## src/sv/rmm_pkg.sv

```systemverilog
// ----------------------------------------------------------------------------
// rmm_pkg
// Shared types and constants for the ratio and mutual match filter.
// ----------------------------------------------------------------------------
package rmm_pkg;

  localparam int IDX_W   = 16;
  localparam int DIST_W  = 24;
  localparam int RATIO_W = 16;
  localparam int RATIO_FRAC = 14;
  localparam int CNT_W   = 2;

  localparam logic [RATIO_W-1:0] RATIO_RESET = 16'd10650;
  localparam int DEFAULT_REVERSE_DEPTH = 256;
  localparam int QUEUE_DEPTH = 4;

  localparam logic OP_LOAD  = 1'b0;
  localparam logic OP_CHECK = 1'b1;

  // A classified request as it travels from the front end to the back end.
  typedef struct packed {
    logic              op;
    logic [IDX_W-1:0]  query_index;
    logic [IDX_W-1:0]  train_index;
    logic [DIST_W-1:0] nearest;
    logic              ok;
    logic              last;
  } rmm_cmd_t;

  // One reverse table entry.
  typedef struct packed {
    logic [IDX_W-1:0] query_index;
    logic [IDX_W-1:0] train_index;
    logic             valid;
  } rmm_entry_t;

  typedef enum logic [1:0] {
    B_IDLE,
    B_SEARCH,
    B_EMIT
  } rmm_back_state_t;

endpackage

```

## src/sv/rmm_front.sv

```systemverilog
// ----------------------------------------------------------------------------
// rmm_front
// Accepts requests, holds the ratio limit and applies the ratio test.
// ----------------------------------------------------------------------------
module rmm_front import rmm_pkg::*; (
  input  logic               clk,
  input  logic               rst,
  input  logic               cfg_we,
  input  logic [RATIO_W-1:0] cfg_wdata,
  input  logic               in_valid,
  output logic               in_stall,
  input  logic               operation,
  input  logic [IDX_W-1:0]   query_index,
  input  logic [IDX_W-1:0]   train_index,
  input  logic [DIST_W-1:0]  nearest_distance,
  input  logic [DIST_W-1:0]  second_distance,
  input  logic [CNT_W-1:0]   neighbour_count,
  input  logic               last,
  input  logic               queue_full,
  output logic               push,
  output rmm_cmd_t           cmd
);

  localparam int PROD_W = RATIO_W + DIST_W;

  logic [RATIO_W-1:0] ratio_threshold;
  logic [PROD_W-1:0]  limit;
  logic [PROD_W-1:0]  scaled;
  logic               ratio_ok;

  always_ff @(posedge clk) begin
    if (rst) begin
      ratio_threshold <= RATIO_RESET;
    end else if (cfg_we) begin
      ratio_threshold <= cfg_wdata;
    end
  end

  // The entry fails when nearest * 2^14 exceeds threshold * second.
  assign limit    = PROD_W'(ratio_threshold) * PROD_W'(second_distance);
  assign scaled   = PROD_W'({nearest_distance, RATIO_FRAC'(0)});
  // A count of two or three means both neighbours are present.
  assign ratio_ok = neighbour_count[1] && !(scaled > limit);

  assign in_stall = queue_full;
  assign push     = in_valid && !queue_full;

  always_comb begin
    cmd.op          = operation;
    cmd.query_index = query_index;
    cmd.train_index = train_index;
    cmd.nearest     = nearest_distance;
    cmd.ok          = ratio_ok;
    cmd.last        = last;
  end

endmodule

```

## config.mk

```make
export PLATFORM = sky130hd
export DESIGN_NAME = rmm_front
export DESIGN_NICKNAME = d
export VERILOG_FILES = /design/src/sv/rmm_pkg.sv /design/src/sv/rmm_front.sv
export SDC_FILE = /design/constraint.sdc
export NUM_CORES = 1
export LEC_CHECK = 0
export BUFFER_PORTS_ARGS = -buffer_cell sky130_fd_sc_hd__buf_4
export CORE_MARGIN = 2
export CORE_UTILIZATION = 38
export DETAILED_ROUTE_END_ITERATION = 8
export GPL_TIMING_DRIVEN = 1
export PLACE_DENSITY = 0.64
export SYNTH_ARGS = -nofsm -noshare
export SYNTH_HDL_FRONTEND = slang
export SYNTH_SLANG_ARGS = --single-unit
```

## constraint.sdc

```tcl
create_clock -name clk -period 24.3 [get_ports clk]
set_input_delay 1.215 -clock clk [delete_from_list [all_inputs] [get_ports clk]]
set_output_delay 1.215 -clock clk [all_outputs]
set_load 0.01 [all_outputs]
```

==> run_results.csv <==
group,metric,value,unit
sta,totalNegativeSetupSlack,0,ps
sta,final_hold_viol_count,0,
global_route,grt_pass1_wl,59.8,mm
drt,drc,0,
yosys,synth_area_leaders,"fa_1 (44%), ha_1 (12%), inv_1 (9.2%)",
cts,clkSinkCount,16,
setup_path,worstRegToRegCells,2,
yosys,yosys.cell_types.count,60,
global_route,grt-ovfl-total,0,
final_layout,drive_above_1_share,7.92,%
yosys,synth_edf_count,0,
floorplan,die_y,195,µm
setup_path,worstPathMaxFanout,16,
yosys,yosysMostFrequentCell,"inv_1",
yosys,synth_xor_area_share,1.77,%
setup_path,r2r-start,"ratio_threshold[14]$_SDFFE_PP0P_",
cts,cts_buffers,3,
cts,cts_tree,"built",
drt,via_count,10689,
yosys,syn_inst,1601,
floorplan,core,36300,µm²
final_layout,largest_reg_flops,16,
yosys,synth_ff_type,"dfxtp_1",
placement,place_hpwl,28.4,mm
cts,insertion_delay,260,ps
sta,slew_headroom,24.6,%
drt,first_pass_iters,7,
setup_path,critPathArrivalTime,10140,ps
yosys,synthArstFlopShare,0,%
cts,cts_setup_buffers,0,
global_route,grtUsageTotal,19.9,%
floorplan,ios,166,
yosys,yosys.area_share.simple,17.6,%
yosys,synthAdderAreaFrac,56.4,%
final_layout,largest-register,"ratio_threshold",
drt,postRouteAntennaNets,0,
final_layout,syn2layout_area_growth,5.72,%
setup_path,crit_path_start,"second_distance[23]",
sta,max_freq,0.0881,GHz
yosys,synth_mux_area_share,0.721,%
min_path,hold_class,"reg2reg",
drt,wl_per_cell,17.7,µm
yosys,synth_compound_area_share,6.99,%
cts,htree_num_levels,1,
cts,path_clk_slew,60,ps
min_path,min_to,"ratio_threshold[2]$_SDFFE_PP0P_",
setup_path,crit_top_cell,"fa_1",
min_path,min_from,"ratio_threshold[2]$_SDFFE_PP0P_",
global_route,antenna_found_initial,1,
final_layout,fin_nets,2138,
setup_path,startpoint_type,"input port",
placement,port-buffer-count,96,
cts,cts-root-buf,"clkbuf_16",
drt,postRouteWirelength,36.5,mm
yosys,synth_nets,2148,
sta,setup_violations,0,
yosys,synth_top_family_by_area,"adder cells",
min_path,hold-path-cell-count,2,
floorplan,die_w,195,µm
setup_path,slowest_delay,600,ps
drt,vias_per_cell,5.19,
global_route,grt_max_degree,26,
setup_path,cp_slowest_cell,"nor3_1",
sta,fin_crit_sh,46.7,%
drt,drt_iter0_markers,584,
yosys,ys_top_cells_by_count,"inv_1 (340), fa_1 (306), nand2_1 (254)",
sta,slew_violations,0,
cts,ctsResizeCount,0,
yosys,seq_area_frac_synth,2.31,%
cts,clockBufferDepth,2,
sta,period_minus_slack,11350,ps
sta,rsz0062_at_grt,"no",
flow_run,maxCapViolations,0,
cts,cts_hold_buf,0,
yosys,ys_ff_latch,16,
yosys,syn-cell-area,13900,µm²
floorplan,rows,70,
final_layout,num_antenna_cells,0,
sta,tightest_slew,1130,ps
yosys,yosys.area.top_type,"fa_1",
run_status,status,"complete, no violations",
setup_path,worstPathRequired,23080,ps
yosys,ys_warn_count,0,
floorplan,initial_core_util,38.3,%
global_route,grt_pass1_vias,11525,
floorplan,die_area,38100,µm²
setup_path,critPathCaptureType,"output port",
setup_path,r2r-end,"ratio_threshold[14]$_SDFFE_PP0P_",
final_layout,top_regs,"ratio_threshold x16",
setup_path,critPathKind,"in2out",
placement,globalplace.congestion,0.872,
yosys,synth_top_cell_area_share,44.1,%
sta,skew,0,ps
setup_path,r2r_slack,22850,ps
yosys,syn_area_per_cell,8.67,µm²
[cells by family (layout without fill, tap and decap cells)]
logic type               after synthesis  count (layout)
flip-flops                            16              16
multiplexers                          10              10
XOR/XNOR                              28              28
AO/OA/AOI/OAI                        137             137
adder cells (fa/ha/maj)              442             442
buffers and inverters                464             453
AND/OR/NAND/NOR                      504             504
[through the flow]
step / std cells / cell area [µm²] / hold slack [ps] / util (%) / worst slack [ps]
CTS: 2058 / 14700 / 505 / 40.5 / 13140
global route: 2058 / 14700 / 523 / 40.5 / 12590
finish: 2058 / 14700 / 499 / 40.5 / 12950
floorplan: 1601 / 13900 / 531 / - / 14890
detailed placement: 2054 / 14600 / 486 / 40.2 / 13170
global placement: 2054 / 14600 / 475 / 40.2 / 13150
[final cells by class]
| type | instances | area [µm²] |
|---|---|---|
| Multi-Input combinational cell | 1121 | 11600 |
| Inverter | 340 | 1280 |
| Tap cell | 468 | 586 |
| Timing Repair Buffer | 109 | 818 |
| Fill cell | 3708 | 21600 |
| Sequential cell | 16 | 320 |
| Clock buffer | 4 | 88.8 |
[worst max-delay path, delay by kind of cell]
| kind | cells | cell delay (ps) |
|---|---|---|
| AO/OA/AOI/OAI | 11 | 3110 |
| buffers and inverters | 5 | 530 |
| AND/OR/NAND/NOR | 5 | 1600 |
| adder cells (fa/ha/maj) | 8 | 3680 |
[cells in the final DEF (no fill, tap or decap), types with 3 or more instances in the layout]
cell type and instances:
mux2i_1 10, dfxtp_1 16, o21bai_1 4, inv_1 340, xnor2_1 17, nand2_1 254
and3_1 3, a211o_1 8, nor2_1 32, clkbuf_16 3, o31ai_1 3, o21a_1 6
and2_1 159, nand2b_1 7, nand4_1 3, nor3_1 9, a31oi_1 5, ha_1 136
nor2b_1 11, fa_1 306, o21ai_0 21, and4_1 5, buf_4 109, a211oi_1 7
or3_1 3, nand3_1 8, a21o_1 21, a21oi_1 33, xor2_1 11
[routing by layer]
| layer | part of all wire, % | wire length (µm) | vias to the layer above | global-route usage (%) |
|---|---|---|---|---|
| met5 | 0 | 0 | - | 0 |
| met4 | 2.1 | 758 | 0 | 5.32 |
| met3 | 6.2 | 2280 | 59 | 3.02 |
| met2 | 51 | 18500 | 338 | 34.8 |
| met1 | 41 | 15000 | 5559 | 25.5 |
| li1 | - | - | 4733 | - |
[worst max-delay path by stage]
| stage | endpoint | slack [ps] | cells after the start |
|---|---|---|---|
| 4_1_cts | cmd[1] | 13140 | 29 |
| 3_5_place_dp | cmd[1] | 13170 | 30 |
| 5_1_grt | cmd[1] | 12590 | 30 |
| 6_report | cmd[1] | 12950 | 29 |
| 2_1_floorplan | cmd[1] | 14890 | 31 |
| 3_3_place_gp | cmd[1] | 13150 | 29 |
Power is left out: the tool's default activity adds up to more than one toggle a clock period on the data nets, which glitch-free logic cannot reach.
