--- config.mk ---
export PLATFORM = sky130hd
export DESIGN_NAME = rmm_queue
export DESIGN_NICKNAME = d
export VERILOG_FILES = /design/src/sv/rmm_pkg.sv /design/src/sv/rmm_queue.sv
export SDC_FILE = /design/constraint.sdc
export NUM_CORES = 1
export LEC_CHECK = 0
export BUFFER_PORTS_ARGS = -buffer_cell sky130_fd_sc_hd__buf_2
export CAP_MARGIN = 20
export CELL_PAD_IN_SITES_DETAIL_PLACEMENT = 1
export CELL_PAD_IN_SITES_GLOBAL_PLACEMENT = 2
export CORE_MARGIN = 1.5
export CORE_UTILIZATION = 40
export DETAILED_ROUTE_END_ITERATION = 8
export HOLD_SLACK_MARGIN = 0.05
export MAX_ROUTING_LAYER = met4
export PLACE_DENSITY_LB_ADDON = 0.1
export SYNTH_ARGS = -nofsm -noshare
export SYNTH_HDL_FRONTEND = slang
export SYNTH_SLANG_ARGS = --single-unit
--- constraint.sdc ---
create_clock -name clk -period 3.1 [get_ports clk]
set_input_delay 0.31 -clock clk [delete_from_list [all_inputs] [get_ports clk]]
set_output_delay 0.31 -clock clk [all_outputs]
set_load 0.05 [all_outputs]
--- src/sv/rmm_pkg.sv ---
// ----------------------------------------------------------------------------
// rmm_pkg
// Shared types and constants for the ratio and mutual match filter.
// ----------------------------------------------------------------------------
package rmm_pkg;

  localparam int IDX_W   = 16;
  localparam int DIST_W  = 24;
  localparam int RATIO_W = 16;
  localparam int RATIO_FRAC = 14;
  localparam int CNT_W   = 2;

  localparam logic [RATIO_W-1:0] RATIO_RESET = 16'd10650;
  localparam int DEFAULT_REVERSE_DEPTH = 256;
  localparam int QUEUE_DEPTH = 4;

  localparam logic OP_LOAD  = 1'b0;
  localparam logic OP_CHECK = 1'b1;

  // A classified request as it travels from the front end to the back end.
  typedef struct packed {
    logic              op;
    logic [IDX_W-1:0]  query_index;
    logic [IDX_W-1:0]  train_index;
    logic [DIST_W-1:0] nearest;
    logic              ok;
    logic              last;
  } rmm_cmd_t;

  // One reverse table entry.
  typedef struct packed {
    logic [IDX_W-1:0] query_index;
    logic [IDX_W-1:0] train_index;
    logic             valid;
  } rmm_entry_t;

  typedef enum logic [1:0] {
    B_IDLE,
    B_SEARCH,
    B_EMIT
  } rmm_back_state_t;

endpackage

--- src/sv/rmm_queue.sv ---
// ----------------------------------------------------------------------------
// rmm_queue
// Short request queue between the front end and the back end.
// ----------------------------------------------------------------------------
module rmm_queue import rmm_pkg::*; (
  input  logic     clk,
  input  logic     rst,
  input  logic     push,
  input  rmm_cmd_t push_cmd,
  input  logic     pop,
  output rmm_cmd_t head,
  output logic     full,
  output logic     avail
);

  localparam int PTR_W = $clog2(QUEUE_DEPTH);
  localparam int CNT_QW = PTR_W + 1;

  rmm_cmd_t           slots [QUEUE_DEPTH];
  logic [PTR_W-1:0]   wptr;
  logic [PTR_W-1:0]   rptr;
  logic [CNT_QW-1:0]  count;

  assign full  = (count == CNT_QW'(QUEUE_DEPTH));
  assign avail = (count != '0);
  assign head  = slots[rptr];

  always_ff @(posedge clk) begin
    if (push) begin
      slots[wptr] <= push_cmd;
    end
  end

  always_ff @(posedge clk) begin
    if (rst) begin
      wptr  <= '0;
      rptr  <= '0;
      count <= '0;
    end else begin
      if (push) begin
        wptr <= (wptr == PTR_W'(QUEUE_DEPTH - 1)) ? '0 : wptr + 1'b1;
      end
      if (pop) begin
        rptr <= (rptr == PTR_W'(QUEUE_DEPTH - 1)) ? '0 : rptr + 1'b1;
      end
      if (push && !pop) begin
        count <= count + 1'b1;
      end else if (pop && !push) begin
        count <= count - 1'b1;
      end
    end
  end

endmodule

==> results of run 1 <==
## power by group through the flow
| stage | clock (W) | sequential [W] | combinational [W] |
|---|---|---|---|
| floorplan | 0 | 0.00389 | 0.000717 |
| global placement | 0 | 0.00392 | 0.000956 |
| detailed placement | 0 | 0.00393 | 0.000968 |
| CTS | 0.00310 | 0.00386 | 0.00103 |
| global route | 0.00320 | 0.00387 | 0.00107 |
| finish | 0.00301 | 0.00385 | 0.00101 |
## worst reg2reg max path, cell delays in order (launching register included)
cell	delay, ps
dfxtp_1	350
inv_1	110
ha_1	150
and2_4	420
buf_12	310
## placed cells by master, fill, tap and decap left out, types with 4 or more instances in the layout
cell,count
and2_4,4
buf_12,7
buf_2,123
clkbuf_1,9
clkbuf_16,27
clkinv_2,7
dfxtp_1,7
dlygate4sd3_1,60
edfxtp_1,236
ha_1,6
inv_1,4
mux2i_1,4
mux4_2,59
nor2_1,7
## state kept, by name, indices dropped and copies added, names as in the netlist, named ones only
register / flops
count: 3
rptr: 2
slots: 236
wptr: 2
## kinds of logic (layout without fill, tap and decap cells)
kind of cell / Yosys count / in the layout
and+or+nand+nor: 15 / 15
AOI/OAI and AO/OA: 3 / 3
xor gates and xnor gates: 2 / 2
DFF: 245 / 245
buffers and inverters: 18 / 242
adders and majority gates: 7 / 7
muxes: 63 / 63
## area by class of cell
| cell class | instances | area (µm²) | share of cell area, % |
|---|---|---|---|
| tap | 280 | 350 | 3.07 |
| inverter | 4 | 15.0 | 0.131 |
| clock buffer | 38 | 737 | 6.45 |
| multi-input combinational | 90 | 1590 | 13.9 |
| sequential | 245 | 7270 | 63.7 |
| timing repair buffer | 190 | 1360 | 11.9 |
| clock inverter | 10 | 103 | 0.899 |
## metrics by stage
step	instance area (µm²)	std cells
floorplan	8970	353
global placement	9980	749
detailed placement	9980	749
CTS	11400	857
global route	11400	857
finish	11400	857
## final timing paths
kind	slack [ps]	to	depth (start not counted)
worst max-delay path	500	head[19]	3
worst min-delay path	150	flop	3
worst max register to register	1420	slots[0][37]	4
worst min register to register	500	count[2]	2
## layer usage
layer  vias up  global-route usage [%]
met4         0                    3.98
met3        25                    3.92
li1       1907                       -
met2       113                    27.4
met1      2230                    19.9
met5         -                       -
==> impl_metrics.csv, run 1 <==
group,metric,value,unit
global_routing,grt_pass1_wl,28.0,mm
die,num_rows,54,
clock_tree,postCtsSetupBuffers,0,
global_routing,grt_max_degree,43,
die,fp.dieH,153,µm
die,die-area,23300,µm²
drt,vias,4275,
critical_path,critical_path_buf_inv_count,2,
drt,first_pass_iters,4,
power,p_leak,3.92,nW
sta,worst_slack,503,ps
clock_tree,cts_tree,"yes",
outcome,status,"finished, final reports clean",
power,power,0.00788,W
die,io_pins,124,
power,power_density,690,nW/µm²
logic_synthesis,syn_inst,353,
clock_tree,htree_levels,1,
min_path,hp-class,"input port to flop",
sta,max_slew_margin,61.6,%
power,p_int,0.00595,W
cells_and_area,area_delta_synth_final,27.3,%
logic_synthesis,synthSimpleGateAreaFrac,0.879,%
logic_synthesis,synth_most_common_cell,"edfxtp_1",
logic_synthesis,synth_nets,423,
drt,wl_met2,9.02,mm
critical_path,crit_slowest_cell,"dfxtp_4",
drt,drcViolationCount,0,
global_routing,antenna_found_initial,0,
global_routing,grtUsageTotal,16.3,%
min_path,hp-start,"pop",
logic_synthesis,synth_xor_area_share,0.195,%
cells_and_area,nets,627,
die,core_area,21900,µm²
placement,hpwlAfterDp,10.2,mm
cells_and_area,final_core_utilization,52.2,%
logic_synthesis,ys_seq_elements,245,
sta,tightest_slew,576,ps
clock_tree,cts_made_buffers,26,
drt,wl_per_cell,20.9,µm
logic_synthesis,synth_edf_count,236,
job,maxCapViolCount,0,
die,die_w,153,µm
cells_and_area,drive_gt1_share,40.6,%
clock_tree,clock_latency,520,ps
sta,finalCriticalPeriod,2600,ps
global_routing,grt_pass1_vias,4848,
clock_tree,cts.clk_slew.worst_paths,60,ps
critical_path,criticalPathCategory,"flop to output port",
power,sw_frac_of_total,24.5,%
drt,wl_met3,1.06,mm
drt,drt_iter0_markers,221,
critical_path,cp_data_arrival_time,2290,ps
die,initial_core_util,41.0,%
logic_synthesis,synth.avg_cell_area,25.4,µm²
logic_synthesis,synth_area,8970,µm²
logic_synthesis,synth_top_area_share,79.0,%
logic_synthesis,yosys_warnings,0,
critical_path,r2r_start,"wptr[0]",
logic_synthesis,async_flop_share,0,%
logic_synthesis,synthDistinctLibCells,19,
critical_path,critPathRequiredTime,2790,ps
logic_synthesis,synth_top_family_by_area,"multiplexers",
power,combPwrFrac,12.8,%
clock_tree,root_buffer,"clkbuf_16",
sta,fmax,385,MHz
clock_tree,cts_hold_buf,60,
placement,place_ws,976,ps
placement,gp_congestion,0.683,
logic_synthesis,synth_top_area_cell,"edfxtp_1",
clock_tree,clockBufferDepth,3,
logic_synthesis,synthAdderAreaFrac,1.06,%
sta,hold_slack,146,ps
drt,met1_length,7.51,mm
critical_path,critPathTopFamily,"flip-flops",
logic_synthesis,synth.top_cells.by_count,"edfxtp_1 (236), mux4_2 (59), dfxtp_1 (9)",
critical_path,cpPeakStageDelay,700,ps
power,netSwitchingPower,0.00193,W
power,clockPowerShare,38.2,%
cells_and_area,diodes,0,
global_routing,gr-total-overflow,0,
critical_path,critical_path_peak_fanout,23,
sta,maxSlewViolCount,0,
logic_synthesis,synth_mux_area_share,15.3,%
sta,worst_clock_skew,6.66,ps
sta,fin_setup_tns,0,ps
drt,wl,17.9,mm
logic_synthesis,yosysSeqAreaShare,81.0,%
logic_synthesis,yosys_most_used_dff,"edfxtp_1",
logic_synthesis,synth_compound_area_share,0.167,%
critical_path,crit_chain,"buf_12, mux4_2, buf_2",
clock_tree,cts_num_sinks,245,
clock_tree,postCtsResizedCells,0,
logic_synthesis,synth_area_leaders,"edfxtp_1 (79%), mux4_2 (15%), dfxtp_1 (2.0%)",
power,ir_drop,0.669,mV
drt,via_per_inst,4.99,
sta,final.period_utilization,83.8,%
critical_path,end_kind,"output port",
cells_and_area,n_fill_cell,1972,
drt,top_layer_used,"met4",
critical_path,critPathLaunchType,"flop",
placement,port_buffers,123,
sta,setup_viol_count_final,0,
sta,rsz0062_at_grt,"false",
power,p_seq_share,48.9,%
sta,finalHoldViolCount,0,
drt,antenna_left,0,
Note: power is estimated with default switching activity, not from simulation.
==> run 2, diff against run 1 <==
- ABC_AREA: default -> 1
- CORE_UTILIZATION: 40 -> 36
- clock period: 3.1 -> 2.3 ns (I/O delays scaled with it)
==> run 2 against run 1 <==
  * Sequential power rose by 34%
  * Hold slack got worse by 37 ps
  * Area after synthesis rose by 2.4%
  * Die area rose by 13%
  * Routed wire length rose by 30%
  * Non-clock buffer count rose by 12
  * Worst setup slack got worse by 420 ps
  * Synthesized cell count rose by 78%
  * Critical path depth rose by 1
  * Critical path type unchanged
  * Largest cell class unchanged
  * Largest power group unchanged
  * Highest routed layer unchanged
==> impl_metrics.csv, run 2 <==
group,metric,value,unit
critical_path,crit_chain,"bufbuf_16, nor2_1, o22ai_1, buf_2",
cells_and_area,fin_area,11800,µm²
power,netSwitchingPower,0.00284,W
cells_and_area,max_flop_register,"slots",
global_routing,grtUsageTotal,18.5,%
logic_synthesis,yosysSeqAreaShare,79.2,%
placement,place_ws,432,ps
critical_path,end_kind,"output port",
die,initial_core_util,36.6,%
global_routing,grt_use_met2,32.0,%
clock_tree,cts.clk_slew.worst_paths,60,ps
cells_and_area,largest_reg_flops,236,
critical_path,timing.rr.end,"slots[0][27]",
min_path,hp-class,"input port to flop",
power,combPwrFrac,15.1,%
power,p_leak,4.20,nW
power,ir_drop,0.477,mV
sta,fmax,450,MHz
placement,placed_area,10300,µm²
logic_synthesis,ys_seq_elements,245,
logic_synthesis,synthDistinctLibCells,22,
drt,wl,23.2,mm
placement,port_buffers,123,
logic_synthesis,synth_edf_count,236,
critical_path,cp_data_arrival_time,1990,ps
sta,maxSlewViolCount,0,
global_routing,busiest_layer,"met2",
placement,gp_congestion,0.728,
job,maxCapViolCount,0,
drt,antenna_left,0,
global_routing,grt_pass1_vias,6465,
drt,via_per_inst,4.99,
logic_synthesis,syn_inst,630,
global_routing,grt_max_degree,60,
cells_and_area,top_regs,"slots (236), count (3)",
cells_and_area,nets,893,
critical_path,r2r.worst_path.cells,5,
critical_path,crit_slowest_cell,"bufbuf_16",
die,die-area,26500,µm²
logic_synthesis,async_flop_share,0,%
cells_and_area,drive_gt1_share,21.7,%
critical_path,critPathLaunchType,"flop",
clock_tree,root_buffer,"clkbuf_16",
global_routing,grt_pass1_wl,36.2,mm
die,num_rows,58,
logic_synthesis,synth.avg_cell_area,14.6,µm²
sta,worst_clock_skew,14.3,ps
logic_synthesis,yosys_most_used_dff,"edfxtp_1",
die,fp.dieH,163,µm
critical_path,cp-endpoint,"head[42]",
sta,final.period_utilization,96.6,%
clock_tree,clock_latency,520,ps
power,sw_frac_of_total,26.2,%
critical_path,criticalPathCategory,"flop to output port",
logic_synthesis,synth_most_common_cell,"edfxtp_1",
critical_path,cpPeakStageDelay,460,ps
cells_and_area,register_area,7270,µm²
drt,vias,5859,
cells_and_area,n_fill_cell,2573,
sta,finalHoldViolCount,0,
cells_and_area,final_common_cell,"edfxtp_1",
logic_synthesis,synth_nets,700,
logic_synthesis,synth_area,9180,µm²
critical_path,critical_path_peak_fanout,59,
drt,wl_per_cell,19.8,µm
cells_and_area,area_delta_synth_final,28.1,%
logic_synthesis,yosys_warnings,0,
sta,fin_setup_tns,0,ps
logic_synthesis,synth_top_area_cell,"edfxtp_1",
sta,rsz0062_at_grt,"true",
power,p_int,0.00801,W
die,die_w,163,µm
outcome,status,"finished, final reports clean",
critical_path,critPathRequiredTime,2070,ps
drt,drt_iter0_markers,288,
die,io_pins,124,
clock_tree,cts_num_sinks,245,
drt,drcViolationCount,0,
logic_synthesis,synth_top_area_share,77.2,%
critical_path,r2r_start,"wptr[0]",
cells_and_area,multi_input_area,1630,µm²
clock_tree,cts_tree,"yes",
clock_tree,cts_made_buffers,26,
power,p_seq_share,47.5,%
sta,worst_slack,78.8,ps
drt,first_pass_iters,4,
logic_synthesis,synth.top_cells.by_count,"edfxtp_1 (236), nor2_1 (127), o21ai_0 (116)",
global_routing,antenna_found_initial,1,
sta,tightest_slew,416,ps
clock_tree,postCtsSetupBuffers,0,
critical_path,rrSetupSlack,760,ps
global_routing,gr-total-overflow,0,
cells_and_area,layout_common_cells,"edfxtp_1 (236), nor2_1 (127), buf_2 (119)",
power,power_density,922,nW/µm²
die,core_area,25100,µm²
sta,setup_viol_count_final,0,
sta,finalCriticalPeriod,2220,ps
clock_tree,clockBufferDepth,3,
power,clockPowerShare,37.4,%
global_routing,use_met3,2.75,%
global_routing,grt_util_met1,23.1,%
placement,hpwlAfterDp,12.9,mm
logic_synthesis,synth_area_leaders,"edfxtp_1 (77%), o21ai_0 (6.3%), nor2_1 (5.2%)",
clock_tree,htree_levels,1,
sta,max_slew_margin,72.2,%
==> run 2: cell types whose count changed in the layout (fill, tap and decap cells not counted), sizes merged, moves of 3 or more <==
cell / before / now
nor2: 7 / 127
o21ai: 1 / 121
mux4: 59 / 0
o22ai: 0 / 59
inv: 4 / 16
buf: 130 / 139
nand2: 0 / 9
and2: 4 / 0
mux2i: 4 / 0
clkinv: 7 / 10
nor3: 0 / 3
==> run 2: power groups by stage <==
| stage | sequential (W) | clock [W] | combinational, W |
|---|---|---|---|
| after floorplan | 0.00524 | 0 | 0.00104 |
| after global placement | 0.00523 | 0 | 0.00151 |
| after detailed placement | 0.00525 | 0 | 0.00155 |
| after CTS | 0.00516 | 0.00417 | 0.00166 |
| after global routing | 0.00517 | 0.00429 | 0.00176 |
| final | 0.00516 | 0.00406 | 0.00163 |
==> run 2: final cells by class <==
| type | count | area share, % |
|---|---|---|
| clock inverter | 13 | 1.12 |
| clock buffer | 34 | 5.97 |
| timing repair buffer | 202 | 13.1 |
| antenna | 1 | 0.0213 |
| tap | 330 | 3.51 |
| inverter | 16 | 0.596 |
| multi-input combinational | 332 | 13.9 |
| sequential | 245 | 61.8 |
==> run 2: how the worst min path moves through the flow <==
stage	cells after the start	slack, ps	to	from
floorplan	1	300	count[0]	rst
global route	3	120	flop	pop
detailed placement	1	450	slots[3][25]	push_cmd[25]
finish	3	110	flop	pop
global placement	1	440	slots[2][57]	push_cmd[57]
CTS	3	80	flop	pop
==> run 2: through the flow <==
| step | hold WS, ps | cells | power, W | util [%] |
|---|---|---|---|---|
| 6_report | 109 | 1173 | 0.0108 | 46.8 |
| 5_1_grt | 121 | 1173 | 0.0112 | 46.8 |
| 4_1_cts | 83.7 | 1172 | 0.0110 | 46.8 |
| 3_5_place_dp | 447 | 1064 | 0.00679 | 40.8 |
| 3_3_place_gp | 439 | 1064 | 0.00674 | 40.8 |
| 2_1_floorplan | 302 | 630 | 0.00628 | - |
==> run 2: what timing repair did <==
action / in CTS / in global routing
hold endpoints to repair: 240 / 0
pin swaps: 0 / 0
gates resized for setup: 5 / 5
setup endpoints to repair: 21 / 11
cloned: 1 / 0
hold buffers: 60 / 0
==> run 2: worst max-delay path, delay by kind of cell (launching register included) <==
family | cells | cell delay, ps
flip-flops | 1 | 410
AO/OA/AOI/OAI | 1 | 180
AND/OR/NAND/NOR | 1 | 100
buffers and inverters | 2 | 770
==> run 2: metal layers <==
| layer | routed length, µm | vias up |
|---|---|---|
| li1 | - | 2747 |
| met1 | 10300 | 2964 |
| met2 | 11600 | 120 |
| met3 | 816 | 28 |
| met4 | 447 | 0 |
| met5 | 0 | - |
==> run 2: kinds of logic (layout without fill, tap and decap cells) <==
group	count (synthesis)	after routing	share of synthesized area [%]
xor gates and xnor gates	1	1	0.0954
AOI/OAI and AO/OA	183	183	10.8
buffers and inverters	53	265	3.08
DFF	245	245	79.2
and+or+nand+nor	141	141	5.85
other	0	1	0
adders and majority gates	7	7	1.04
==> run 3, diff against run 2 <==
- MAX_ROUTING_LAYER: met4 -> default
==> run 3 against run 2 <==
  * Design area grew 0.13%
  * Via count decreased by 0.17%
  * Non-clock buffer count unchanged
  * Critical path type unchanged
  * Largest cell class unchanged
  * Largest power group unchanged
==> impl_metrics.csv, run 3 (synthesis gave the netlist of run 2 again) <==
group,metric,value,unit
drt,wl_per_cell,19.7,µm
cells_and_area,max_flop_register,"slots",
die,core_area,25100,µm²
clock_tree,cts.clk_slew.worst_paths,60,ps
sta,maxSlewViolCount,0,
critical_path,cp_common_cell,"buf_4",
global_routing,grt_max_degree,60,
die,die-area,26500,µm²
placement,hpwlAfterDp,12.9,mm
global_routing,grt_pass1_wl,36.3,mm
critical_path,cp-endpoint,"head[10]",
power,power_density,921,nW/µm²
critical_path,critPathLaunchType,"flop",
clock_tree,cts_tree,"yes",
drt,drcViolationCount,0,
sta,tightest_slew,419,ps
cells_and_area,layout_common_cells,"edfxtp_1 (236), nor2_1 (127), o21ai_0 (116)",
critical_path,crit_chain,"inv_8, buf_4, o21ai_0, o22ai_1, buf_4",
cells_and_area,area_delta_synth_final,28.3,%
sta,fmax,453,MHz
clock_tree,clockBufferDepth,3,
power,power,0.0108,W
clock_tree,postCtsSetupBuffers,0,
critical_path,r2r.worst_path.cells,5,
drt,drt_iter0_markers,289,
cells_and_area,top_regs,"slots (236), count (3)",
drt,wl,23.2,mm
clock_tree,root_buffer,"clkbuf_16",
sta,setup_viol_count_final,0,
critical_path,rrSetupSlack,760,ps
drt,vias,5849,
cells_and_area,final_common_cell,"edfxtp_1",
critical_path,cpPeakStageDelay,390,ps
clock_tree,clock_latency,520,ps
sta,finalHoldViolCount,0,
clock_tree,htree_levels,1,
die,die_w,163,µm
sta,max_slew_margin,72.1,%
cells_and_area,largest_reg_flops,236,
global_routing,gr-total-overflow,0,
sta,fin_setup_tns,0,ps
critical_path,crit_slowest_cell,"dfxtp_4",
sta,rsz0062_at_grt,"false",
die,fp.dieH,163,µm
global_routing,grt_pass1_vias,6466,
sta,final.period_utilization,96.1,%
drt,via_per_inst,4.99,
cells_and_area,nets,893,
placement,gp_congestion,0.720,
die,io_pins,124,
global_routing,grtUsageTotal,18.0,%
sta,finalCriticalPeriod,2210,ps
critical_path,critical_path_buf_inv_count,3,
die,initial_core_util,36.6,%
critical_path,timing.rr.end,"slots[0][27]",
drt,first_pass_iters,4,
clock_tree,cts_made_buffers,26,
critical_path,crit_cells,5,
sta,hold_slack,103,ps
outcome,status,"finished, final reports clean",
min_path,hp-class,"input port to flop",
sta,worst_clock_skew,13.7,ps
drt,antenna_left,0,
placement,port_buffers,123,
critical_path,r2r_start,"wptr[0]",
clock_tree,cts_num_sinks,245,
power,ir_drop,0.476,mV
critical_path,critPathRequiredTime,2070,ps
critical_path,end_kind,"output port",
global_routing,antenna_found_initial,1,
critical_path,critical_path_peak_fanout,30,
job,maxCapViolCount,0,
die,num_rows,58,
critical_path,critPathTopFamily,"buffers and inverters",
critical_path,cp_data_arrival_time,1980,ps
cells_and_area,drive_gt1_share,21.7,%
power,p_leak,4.20,nW
critical_path,criticalPathCategory,"flop to output port",
-- run 3: metal layers --
metal	share of wire, %	track usage, %
met1	45	23.0
met2	50	32.0
met3	3.8	2.93
met4	2.0	4.09
met5	0	0
-- run 3: worst min-delay path by stage --
stage	startpoint	endpoint	depth (start not counted)
3_3_place_gp	push_cmd[57]	slots[2][57]	1
4_1_cts	pop	flop	3
2_1_floorplan	rst	count[0]	1
5_1_grt	pop	flop	3
6_report	pop	flop	3
3_5_place_dp	push_cmd[25]	slots[3][25]	1
-- run 3: worst reg2reg max path, cell delays in order (launching register included) --
cell and delay (ps):
dfxtp_1 350, inv_1 100, ha_1 140, nand2_1 60, inv_2 320, buf_12 250
-- run 3: repair_timing --
| action | CTS | global route |
|---|---|---|
| resized for setup | 5 | 12 |
| cloned | 1 | 0 |
| hold buffers | 60 | 0 |
| setup endpoints to repair | 21 | 12 |
| endpoints found under the hold margin | 240 | 0 |
-- run 3: report_power, final --
group	leakage, nW	internal (W)	switching (W)
registers	2.24	0.00510	0.0000584
logic	1.55	0.000447	0.00119
clock network	0.406	0.00247	0.00158
total	4.20	0.00801	0.00283
-- run 3: metrics by stage --
step                std cells  util (%)  worst slack [ps]  cell area [µm²]
detailed placement       1064      40.8               432            10300
floorplan                 630         -               148             9180
CTS                      1172      46.8              6.56            11700
finish                   1173      46.9              90.2            11800
global placement         1064      40.8               501            10300
global route             1173      46.9              1.06            11800
-- run 3: layout make-up --
cell class              count  area [µm²]
fillers                  2571       13300
flip-flops and latches    245        7270
multi-input cells         332        1630
repair buffers            202        1550
clock buffers              34         702
well taps                 330         413
clock inverters            13         131
inverters                  16        70.1
diodes                      1        2.50
